**src/hdl/gpio_ovr_pkg.sv**
```systemverilog
package gpio_ovr_pkg;

	// Fixed widths of the bus and pad fields
	localparam int PORT_W  = 8;
	localparam int DRIVE_W = 2 * PORT_W;

	// Request kinds
	typedef enum logic [1:0] {
		KIND_READ  = 2'd0,
		KIND_WRITE = 2'd1,
		KIND_EVENT = 2'd2,
		KIND_OVR   = 2'd3
	} kind_t;

	// Bus register selects
	typedef enum logic [1:0] {
		SEL_PIN   = 2'd0,
		SEL_DIR   = 2'd1,
		SEL_LATCH = 2'd2,
		SEL_MASK  = 2'd3
	} reg_sel_t;

	// Observed pin levels (any other code: neither)
	localparam logic [1:0] LVL_LOW  = 2'd0;
	localparam logic [1:0] LVL_HIGH = 2'd1;

	// Per-pin drive codes
	localparam logic [1:0] DRIVE_OPEN   = 2'd0;
	localparam logic [1:0] DRIVE_PULLUP = 2'd1;
	localparam logic [1:0] DRIVE_LOW    = 2'd2;
	localparam logic [1:0] DRIVE_HIGH   = 2'd3;

	// One request as held in the input stage
	typedef struct packed {
		kind_t              kind;
		reg_sel_t           reg_select;
		logic [PORT_W-1:0]  write_data;
		logic [2:0]         pin_index;
		logic [1:0]         pin_level;
		logic [PORT_W-1:0]  dir_ovr_en;
		logic [PORT_W-1:0]  dir_ovr_val;
		logic [PORT_W-1:0]  val_ovr_en;
		logic [PORT_W-1:0]  val_ovr_val;
	} req_t;

	// Port state, zero-extended to the full port width
	typedef struct packed {
		logic [PORT_W-1:0]  sampled;
		logic [PORT_W-1:0]  dir;
		logic [PORT_W-1:0]  latch;
		logic [PORT_W-1:0]  mask;
		logic [PORT_W-1:0]  dir_en;
		logic [PORT_W-1:0]  dir_val;
		logic [PORT_W-1:0]  val_en;
		logic [PORT_W-1:0]  val_val;
		logic               irq;
	} port_state_t;

endpackage

```
**src/hdl/gpio_ovr_regs.sv**
```systemverilog
module gpio_ovr_regs
	import gpio_ovr_pkg::*;
#(
	parameter int PIN_COUNT = 8
) (
	input  logic                clk,
	input  logic                arst_n,
	input  logic                advance,
	input  req_t                req,
	output port_state_t         cur_state,
	output port_state_t         nxt_state,
	output logic [PORT_W-1:0]   rd_data
);

	logic [PIN_COUNT-1:0] sampled_q, dir_q, latch_q, mask_q;
	logic [PIN_COUNT-1:0] dir_en_q, dir_val_q, val_en_q, val_val_q;
	logic                 irq_q;

	logic [PIN_COUNT-1:0] sampled_d, dir_d, latch_d, mask_d;
	logic [PIN_COUNT-1:0] dir_en_d, dir_val_d, val_en_d, val_val_d;
	logic                 irq_d;

	logic [PIN_COUNT-1:0] wdata;
	logic [PORT_W-1:0]    evt_onehot;
	logic [PIN_COUNT-1:0] evt_bit;
	logic [PIN_COUNT-1:0] rd_bits;

	// Pins past PIN_COUNT drop out of the one-hot, so such events do nothing
	assign wdata      = req.write_data[PIN_COUNT-1:0];
	assign evt_onehot = PORT_W'(1) << req.pin_index;
	assign evt_bit    = evt_onehot[PIN_COUNT-1:0];

	// Next state for the request in the input stage
	always_comb begin
		sampled_d = sampled_q;
		dir_d     = dir_q;
		latch_d   = latch_q;
		mask_d    = mask_q;
		dir_en_d  = dir_en_q;
		dir_val_d = dir_val_q;
		val_en_d  = val_en_q;
		val_val_d = val_val_q;
		irq_d     = irq_q;
		rd_bits   = '0;
		case (req.kind)
			KIND_READ: begin
				case (req.reg_select)
					SEL_PIN:   rd_bits = sampled_q;
					SEL_DIR:   rd_bits = dir_q;
					SEL_LATCH: rd_bits = latch_q;
					SEL_MASK:  rd_bits = mask_q;
					default:   rd_bits = '0;
				endcase
			end
			KIND_WRITE: begin
				case (req.reg_select)
					SEL_PIN:   latch_d = latch_q ^ wdata;   // toggle latch
					SEL_DIR:   dir_d   = wdata;
					SEL_LATCH: latch_d = wdata;
					SEL_MASK:  mask_d  = wdata;
					default:   latch_d = latch_q;
				endcase
			end
			KIND_EVENT: begin
				if (req.pin_level == LVL_LOW) begin
					sampled_d = sampled_q & ~evt_bit;
				end else if (req.pin_level == LVL_HIGH) begin
					sampled_d = sampled_q | evt_bit;
				end
				// neither level still counts as a change
				if (|(mask_q & evt_bit)) begin
					irq_d = ~irq_q;
				end
			end
			KIND_OVR: begin
				dir_en_d  = req.dir_ovr_en[PIN_COUNT-1:0];
				dir_val_d = req.dir_ovr_val[PIN_COUNT-1:0];
				val_en_d  = req.val_ovr_en[PIN_COUNT-1:0];
				val_val_d = req.val_ovr_val[PIN_COUNT-1:0];
			end
			default: rd_bits = '0;
		endcase
	end

	// State registers
	always_ff @(posedge clk or negedge arst_n) begin
		if (!arst_n) begin
			sampled_q <= '0;
			dir_q     <= '0;
			latch_q   <= '0;
			mask_q    <= '0;
			dir_en_q  <= '0;
			dir_val_q <= '0;
			val_en_q  <= '0;
			val_val_q <= '0;
			irq_q     <= 1'b0;
		end else if (advance) begin
			sampled_q <= sampled_d;
			dir_q     <= dir_d;
			latch_q   <= latch_d;
			mask_q    <= mask_d;
			dir_en_q  <= dir_en_d;
			dir_val_q <= dir_val_d;
			val_en_q  <= val_en_d;
			val_val_q <= val_val_d;
			irq_q     <= irq_d;
		end
	end

	// Zero-extend to the port width; unstored bits read as zero
	always_comb begin
		cur_state = '0;
		nxt_state = '0;
		rd_data   = '0;
		cur_state.sampled[PIN_COUNT-1:0] = sampled_q;
		cur_state.dir[PIN_COUNT-1:0]     = dir_q;
		cur_state.latch[PIN_COUNT-1:0]   = latch_q;
		cur_state.mask[PIN_COUNT-1:0]    = mask_q;
		cur_state.dir_en[PIN_COUNT-1:0]  = dir_en_q;
		cur_state.dir_val[PIN_COUNT-1:0] = dir_val_q;
		cur_state.val_en[PIN_COUNT-1:0]  = val_en_q;
		cur_state.val_val[PIN_COUNT-1:0] = val_val_q;
		cur_state.irq                    = irq_q;
		nxt_state.sampled[PIN_COUNT-1:0] = sampled_d;
		nxt_state.dir[PIN_COUNT-1:0]     = dir_d;
		nxt_state.latch[PIN_COUNT-1:0]   = latch_d;
		nxt_state.mask[PIN_COUNT-1:0]    = mask_d;
		nxt_state.dir_en[PIN_COUNT-1:0]  = dir_en_d;
		nxt_state.dir_val[PIN_COUNT-1:0] = dir_val_d;
		nxt_state.val_en[PIN_COUNT-1:0]  = val_en_d;
		nxt_state.val_val[PIN_COUNT-1:0] = val_val_d;
		nxt_state.irq                    = irq_d;
		rd_data[PIN_COUNT-1:0]           = rd_bits;
	end

endmodule

```
**src/hdl/gpio_ovr_drive.sv**
```systemverilog
module gpio_ovr_drive
	import gpio_ovr_pkg::*;
(
	input  port_state_t         state,
	output logic [PORT_W-1:0]   eff_dir,
	output logic [DRIVE_W-1:0]  drive
);

	// Direction override replaces the direction bit where enabled
	assign eff_dir = (state.dir & ~state.dir_en) | (state.dir_val & state.dir_en);

	// Per-pin drive code; unstored pins have zero state and come out open
	always_comb begin
		drive = '0;
		for (int i = 0; i < PORT_W; i++) begin
			if (!eff_dir[i]) begin
				drive[2*i +: 2] = state.latch[i] ? DRIVE_PULLUP : DRIVE_OPEN;
			end else if (state.val_en[i]) begin
				drive[2*i +: 2] = state.val_val[i] ? DRIVE_HIGH : DRIVE_LOW;
			end else begin
				drive[2*i +: 2] = state.latch[i] ? DRIVE_HIGH : DRIVE_LOW;
			end
		end
	end

endmodule

```
**src/hdl/gpio_port_with_overrides.sv**
```systemverilog
// GPIO port with direction and output value overrides. Each request (bus read,
// bus write, pin level event or override update) is taken into the input
// register, a new request every clock unless held by a stalled result, and
// moves on into the result register once that register is free. Every
// result carries the read byte (zero unless a read), the effective direction,
// the 2-bit drive code of each pin and the pin-change interrupt level, all as
// they stand after the request. A stalled result holds the input stage, which
// takes one more request meanwhile only if that stage was empty.
module gpio_port_with_overrides
	import gpio_ovr_pkg::*;
#(
	parameter int PIN_COUNT = 8
) (
	input  logic                clk,
	input  logic                arst_n,
	input  logic                in_valid,
	output logic                in_ready,
	input  logic [1:0]          kind,
	input  logic [1:0]          reg_select,
	input  logic [7:0]          write_data,
	input  logic [2:0]          pin_index,
	input  logic [1:0]          pin_level,
	input  logic [7:0]          dir_override_enable,
	input  logic [7:0]          dir_override_value,
	input  logic [7:0]          value_override_enable,
	input  logic [7:0]          value_override_value,
	output logic                out_valid,
	input  logic                out_ready,
	output logic [7:0]          read_data,
	output logic [7:0]          effective_direction,
	output logic [15:0]         pin_drive,
	output logic                change_irq_line
);

	logic                valid_s1;
	req_t                req_s1;
	logic                advance;
	port_state_t         cur_state;
	port_state_t         nxt_state;
	logic [PORT_W-1:0]   rd_data;
	logic [PORT_W-1:0]   eff_dir;
	logic [DRIVE_W-1:0]  drive;

	logic                out_valid_q;
	logic [PORT_W-1:0]   read_data_q;
	logic [PORT_W-1:0]   eff_dir_q;
	logic [DRIVE_W-1:0]  drive_q;
	logic                irq_q;

	// Handshake: input stage moves on whenever the result register is free
	assign advance  = valid_s1 && (!out_valid_q || out_ready);
	assign in_ready = !valid_s1 || advance;

	// Input register
	always_ff @(posedge clk or negedge arst_n) begin
		if (!arst_n) begin
			valid_s1 <= 1'b0;
		end else if (in_ready) begin
			valid_s1 <= in_valid;
		end
	end

	always_ff @(posedge clk) begin
		if (in_valid && in_ready) begin
			req_s1.kind        <= kind_t'(kind);
			req_s1.reg_select  <= reg_sel_t'(reg_select);
			req_s1.write_data  <= write_data;
			req_s1.pin_index   <= pin_index;
			req_s1.pin_level   <= pin_level;
			req_s1.dir_ovr_en  <= dir_override_enable;
			req_s1.dir_ovr_val <= dir_override_value;
			req_s1.val_ovr_en  <= value_override_enable;
			req_s1.val_ovr_val <= value_override_value;
		end
	end

	// Port registers and their update
	gpio_ovr_regs #(
		.PIN_COUNT (PIN_COUNT)
	) u_regs (
		.clk       (clk),
		.arst_n    (arst_n),
		.advance   (advance),
		.req       (req_s1),
		.cur_state (cur_state),
		.nxt_state (nxt_state),
		.rd_data   (rd_data)
	);

	// Pad drive from the updated state
	gpio_ovr_drive u_drive (
		.state   (nxt_state),
		.eff_dir (eff_dir),
		.drive   (drive)
	);

	// Result register
	always_ff @(posedge clk or negedge arst_n) begin
		if (!arst_n) begin
			out_valid_q <= 1'b0;
		end else if (advance) begin
			out_valid_q <= 1'b1;
		end else if (out_ready) begin
			out_valid_q <= 1'b0;
		end
	end

	always_ff @(posedge clk) begin
		if (advance) begin
			read_data_q <= rd_data;
			eff_dir_q   <= eff_dir;
			drive_q     <= drive;
			irq_q       <= nxt_state.irq;
		end
	end

	assign out_valid           = out_valid_q;
	assign read_data           = read_data_q;
	assign effective_direction = eff_dir_q;
	assign pin_drive           = drive_q;
	assign change_irq_line     = irq_q;

	// Checks
	a_stall_cause: assert property (@(posedge clk) disable iff (!arst_n)
		!in_ready |-> (valid_s1 && out_valid_q && !out_ready))
		else $error("input held without a stalled result");

	a_result_loaded: assert property (@(posedge clk) disable iff (!arst_n)
		advance |=> out_valid_q)
		else $error("advanced request produced no result");

	a_irq_only_on_event: assert property (@(posedge clk) disable iff (!arst_n)
		(!advance || req_s1.kind != KIND_EVENT) |=> $stable(cur_state.irq))
		else $error("interrupt line changed without a pin event");

	a_read_zero: assert property (@(posedge clk) disable iff (!arst_n)
		(advance && req_s1.kind != KIND_READ) |=> (read_data_q == '0))
		else $error("read data nonzero for a non-read request");

endmodule
```
**config.mk**
```make
export PLATFORM = sky130hd
export DESIGN_NAME = gpio_port_with_overrides
export DESIGN_NICKNAME = d
export VERILOG_FILES = /design/src/hdl/gpio_ovr_pkg.sv /design/src/hdl/gpio_ovr_regs.sv /design/src/hdl/gpio_ovr_drive.sv /design/src/hdl/gpio_port_with_overrides.sv
export SDC_FILE = /design/constraint.sdc
export NUM_CORES = 1
export LEC_CHECK = 0
export ABC_AREA = 1
export BUFFER_PORTS_ARGS = -buffer_cell sky130_fd_sc_hd__buf_2
export CORE_MARGIN = 3
export CORE_UTILIZATION = 45
export DETAILED_ROUTE_END_ITERATION = 10
export PLACE_DENSITY_LB_ADDON = 0.15
export SYNTH_ARGS = -nofsm -noshare
export SYNTH_HDL_FRONTEND = slang
export SYNTH_SLANG_ARGS = --single-unit
```
**constraint.sdc**
```tcl
create_clock -name clk -period 2.36 [get_ports clk]
set_clock_uncertainty 0.05 [all_clocks]
set_input_delay 0.472 -clock clk [delete_from_list [all_inputs] [get_ports clk]]
set_output_delay 0.472 -clock clk [all_outputs]
set_load 0.02 [all_outputs]
```
== Word level (Yosys, flattened, before mapping) ==
Index checks and enable logic that the tools add are counted.
Operators by class
  equality and inequality tests: 7
  shift operators: 1
  multiplexer cells: 55
  bitwise logic cells: 10
  reduce and logical (&&, ||, !) cells: 14
Operator list (number)
  $mux 8: 9
  $and 8x8->8: 4
  $mux 2: 16
  $pmux 8 s4: 1
  $mux 1: 28
  $not 8->8: 2
  $or 8x8->8: 2
  $pmux 8 s2: 1
  $eq 2x2->1 const B: 4
  $reduce_or 8->1: 1
  $shl 1x3->8 const A: 1
  $xor 8x8->8: 1
  $eq 2x1->1 const B: 3
  $logic_not 2->1: 3
  $reduce_and 3->1: 2
  $reduce_bool 2->1: 2
  $logic_and 1x1->1: 2
  $logic_not 1->1: 2
  $logic_or 1x1->1: 2
  $not 1->1: 1
Word-level totals
  bits in registers: 149
  bits of input ports: 53
  output and inout bits: 35

== Longest topological paths before layout ==
  depth after elaboration: 6
  mapped depth: 10

== Hierarchy ==
Synthesis repeated with hierarchy kept, for this count alone.
Second synthesis, totals
  cells, all modules: 717
  area, all modules: 6661.4 µm²
By module, submodules not included
  gpio_ovr_regs: times used 1, cells each 527, area an instance 3663.5 µm², sequential area each 1626.6 µm²
  gpio_port_with_overrides: times used 1, cells each 94, area an instance 2557.5 µm², sequential area each 2512.4 µm²
  gpio_ovr_drive: times used 1, cells each 96, area an instance 440.4 µm², sequential area each 0.0 µm²

== Worst setup path before layout ==
No wires, ideal clock.
  kind: in2reg
  start point: input out_ready
  end point: register irq_q (netlist: change_irq_line), enable pin
  setup time: 0.408 ns
  arrival time: 2.012 ns
  required time: 1.902 ns
  path slack: -0.111 ns
  stages: 6
  path buffers: 2
  cell sequence: inv_1 > nand2_1 > nand2_1 > buf_2 > inv_2 > clkbuf_1
On the way
  longest elaborated chain between the ends: 2
RTL lines
  start, declared: RTL line gpio_port_with_overrides.sv:28  | input logic out_ready,
  $logic_or 1x1->1: RTL line gpio_port_with_overrides.sv:51  | assign advance = valid_s1 && (!out_valid_q || out_ready);
  $logic_and 1x1->1: RTL line gpio_port_with_overrides.sv:51
  net advance: RTL line gpio_port_with_overrides.sv:37  | logic advance;
  end signal, assigned: RTL line gpio_port_with_overrides.sv:113  | irq_q <= nxt_state.irq;
  end, declared: RTL line gpio_port_with_overrides.sv:48  | logic irq_q;
The timed path passes the listed nets, and every way through them passes these cells.
A chain may end at the register's enable or synchronous reset.

== Worst setup path after layout ==
  start point: register req_s1[48] (netlist bit)
  end point: register drive_q[6] (netlist: pin_drive[6]), data pin
On the way
  longest elaborated chain between the ends: 6
RTL lines
  start, declared: RTL line gpio_port_with_overrides.sv:36  | req_t req_s1;
  $eq 2x2->1: RTL line gpio_ovr_regs.sv:45  | case (req.kind)
  $mux 8: RTL line gpio_ovr_regs.sv:45
  $not 8->8: RTL line gpio_ovr_drive.sv:10  | assign eff_dir = (state.dir & ~state.dir_en) | (state.dir_val & state.dir_en);
  $and 8x8->8: RTL line gpio_ovr_drive.sv:10
  $or 8x8->8: RTL line gpio_ovr_drive.sv:10
  $mux 2 *: RTL line gpio_ovr_drive.sv:16  | if (!eff_dir[i]) begin
  net drive[6]: RTL line gpio_port_with_overrides.sv:42  | logic [DRIVE_W-1:0] drive;
  end signal, assigned: RTL line gpio_port_with_overrides.sv:112  | drive_q <= drive;
  end, declared: RTL line gpio_port_with_overrides.sv:47  | logic [DRIVE_W-1:0] drive_q;
Mark *: on every way through the listed nets, which the timed path passes. The rest lies on a longest branch.

==> run metrics <==
Starting Density=0.466; post-synthesis simple-gate area fraction=0.136; worst r2r src=req_s1[48]; share of cells above drive strength 1=0.209; Adder-Cell Fraction of Synth Area=0; fin crit share=0.825; clock buffer depth=2; Site Rows=42; Synth cell types=26; DRC viols=0; Async S/R FF share, synth=0.450; XOR/XNOR share of the synthesized area=0.0112; Seq/Total Area, Yosys=0.663; Max IR drop VDD=0.667 mV; CTS tree=yes; MaxCap Viol Count=0; I/O Buffers=87; TritonRoute pass-1 iters=4; Post-DRT Antenna Nets=0; Synth top cells by count=152 x nand2_1, 82 x edfxtp_1, 67 x dfrtp_1, 67 x o21ai_0, 61 x inv_1; hold crit path type=in2async; syn_nets=641; Final Hold Fails=0; post-synth top area share=0.395; GRT Util Overall=0.186; internal power=0.00595 W; Psw=0.00272 W; register bit total from synthesis=149; Die H=124 um; Die Area=15,300 um2; final WL=13,300 um; Setup CP Type=reg2reg; most common cell in the synthesized netlist=nand2_1; max_slew headroom=0.592; Seq pwr share=0.460; pwr/cell area=1160 nW/um2; Post-Layout Cell Count=870; vias per cell=5.03; total chip power=0.00867 W; # hold bufs at CTS=0; post-synthesis mux area share=0.0273; area taken by multi-input logic gates=1770 um2; Worst-Margin Slew=609 ps; nets=734; Mapped Area=6240 um2; CP required=2470 ps; number of synthesized flops with an enable pin=82; switching part of the total=0.313; prevailing post-synth register cell=edfxtp_1; vias post-DR=4,376; R2R depth=6; fillcell total=1,192; Critical Path End Type=flip-flop; GRT overflow=0; # H-tree levels=4; Startpoint Class=flip-flop; detailed placement HPWL=9290 um; R2R Path End=pin_drive[6]; postcts setup bufs=0; clock root cell=clkbuf_16; Ports=88; Clock Latency Late Sink=420 ps; WP data arrival=2060 ps; largest family of logic cells by synthesized area=simple AND/OR/NAND/NOR gates; global-route wire length before repair=21,400 um; crit path time final=1950 ps; CTS Sinks=149; Post-Route Utilization=0.560; area leader, netlist=edfxtp_1; Final setup viols=0; Clk pwr share=0.310; Synth Instances=588; clock-pin slew on the worst setup and hold paths=60 ps; largest net degree at the start of global routing=76; TNS Setup=0 ps; antenna violations before repair=0; RSZ-0062 raised after global routing=no; placed cells=838; fmax=513 MHz; Mapped Avg Cell Area=10.6 um2; status=completed; combinational share of power=0.230; CP max FO=16; DR WL/cell=15.2 um; vias in the first global route=4,278; top cells by area, synth=edfxtp_1 39%, dfrtp_1 27%, nand2_1 9.1%; post-cts sizing count=0; routability congestion estimate=0.808; Num CTS Buffers=17; synth-to-layout area growth=20.3%; Storage cell area=4140 um2; core area=13,400 um2; Compound-Gate Fraction of Synth Area=0.108; FF-to-FF setup slack=410 ps; Pleak=3.37 nW; Starting DRT DRC Count=312; Final Slew Violations=0; Inserted Diodes=0; width of the chip=124 um; Ys Warns=0
## layout make-up
type / instances / share of cell area
repair buffers: 95 / 0.0727
multi-input cells: 353 / 0.235
flip-flops and latches: 149 / 0.551
clock buffers: 19 / 0.0577
well taps: 176 / 0.0293
clock inverters: 13 / 0.0212
inverters: 65 / 0.0325
## layout by cell type (no fill, tap or decap), types with 5 or more instances in the layout
cell type  synthesis  layout
nor2_1            14      14
mux2_2             8       8
a21oi_1           19      19
mux2i_1            8       8
nand3_1           13      13
clkbuf_16          0      17
inv_1             61      60
dfrtp_1           67      67
o21ai_1           20      20
a31oi_1            6       6
nand4_1           11      11
buf_2              8      87
nand2_1          152     150
edfxtp_1          82      82
a221oi_1           5       5
nor3_1             6       6
a21boi_0           8       8
o21ai_0           67      67
xnor2_1            8       8
## per-layer routing
metal,vias to the layer above,track usage,part of all wire
li1,2172,-,-
met1,2080,0.257,0.46
met2,117,0.292,0.47
met3,7,0.0472,0.057
met4,0,0.0526,0.010
met5,-,0,0
## sequential cells by signal, indices dropped and copies added, names as in the netlist, named ones only
name and flops:
effective_direction 8, u_regs.mask_q 8, req_s1 49, out_valid 1, valid_s1 1, u_regs.irq_q 1
u_regs.dir_q 8, u_regs.latch_q 8, read_data 8, pin_drive 16, change_irq_line 1, u_regs.val_val_q 8
u_regs.val_en_q 8, u_regs.dir_val_q 8, u_regs.dir_en_q 8
## worst max-delay path, cell delays in order (launching register included)
cell and delay, ps:
edfxtp_1 470, nor2_2 230, nand2_2 210, o21ai_0 470
nand2_1 90, nand3_1 110, o21ai_1 60
## power groups by stage
stage | clock network [W] | registers, W | logic (W)
after detailed placement | 0 | 0.00404 | 0.00201
final | 0.00269 | 0.00399 | 0.00200
after floorplan | 0 | 0.00410 | 0.00123
after CTS | 0.00273 | 0.00399 | 0.00202
after global placement | 0 | 0.00401 | 0.00194
after global routing | 0.00285 | 0.00406 | 0.00231
## cell families after synthesis
| family | Yosys count |
|---|---|
| AOI/OAI and AO/OA | 125 |
| xor gates and xnor gates | 8 |
| buffers and inverters | 86 |
| DFF | 149 |
| muxes | 16 |
| and+or+nand+nor | 204 |
## per-stage QoR
stage                     cell area, um2  hold slack (ps)  setup WS, ps
after floorplan                     6240              126           109
after detailed placement            6910              425           418
after global routing                7510             37.3           263
after CTS                           7510             35.7           408
final                               7510             9.04           412
after global placement              6910              416           448
## worst max path at each step
| stage | startpoint | endpoint | slack (ps) | cells after the start |
|---|---|---|---|---|
| 2_1_floorplan | out_valid | req_s1[0] | 110 | 3 |
| 3_3_place_gp | req_s1[48] | pin_drive[6] | 450 | 6 |
| 3_5_place_dp | req_s1[48] | pin_drive[6] | 420 | 6 |
| 4_1_cts | req_s1[48] | pin_drive[6] | 410 | 6 |
| 5_1_grt | req_s1[45] | pin_drive[14] | 260 | 6 |
| 6_report | req_s1[48] | pin_drive[6] | 410 | 6 |
Note: power is estimated with default switching activity, not from simulation.
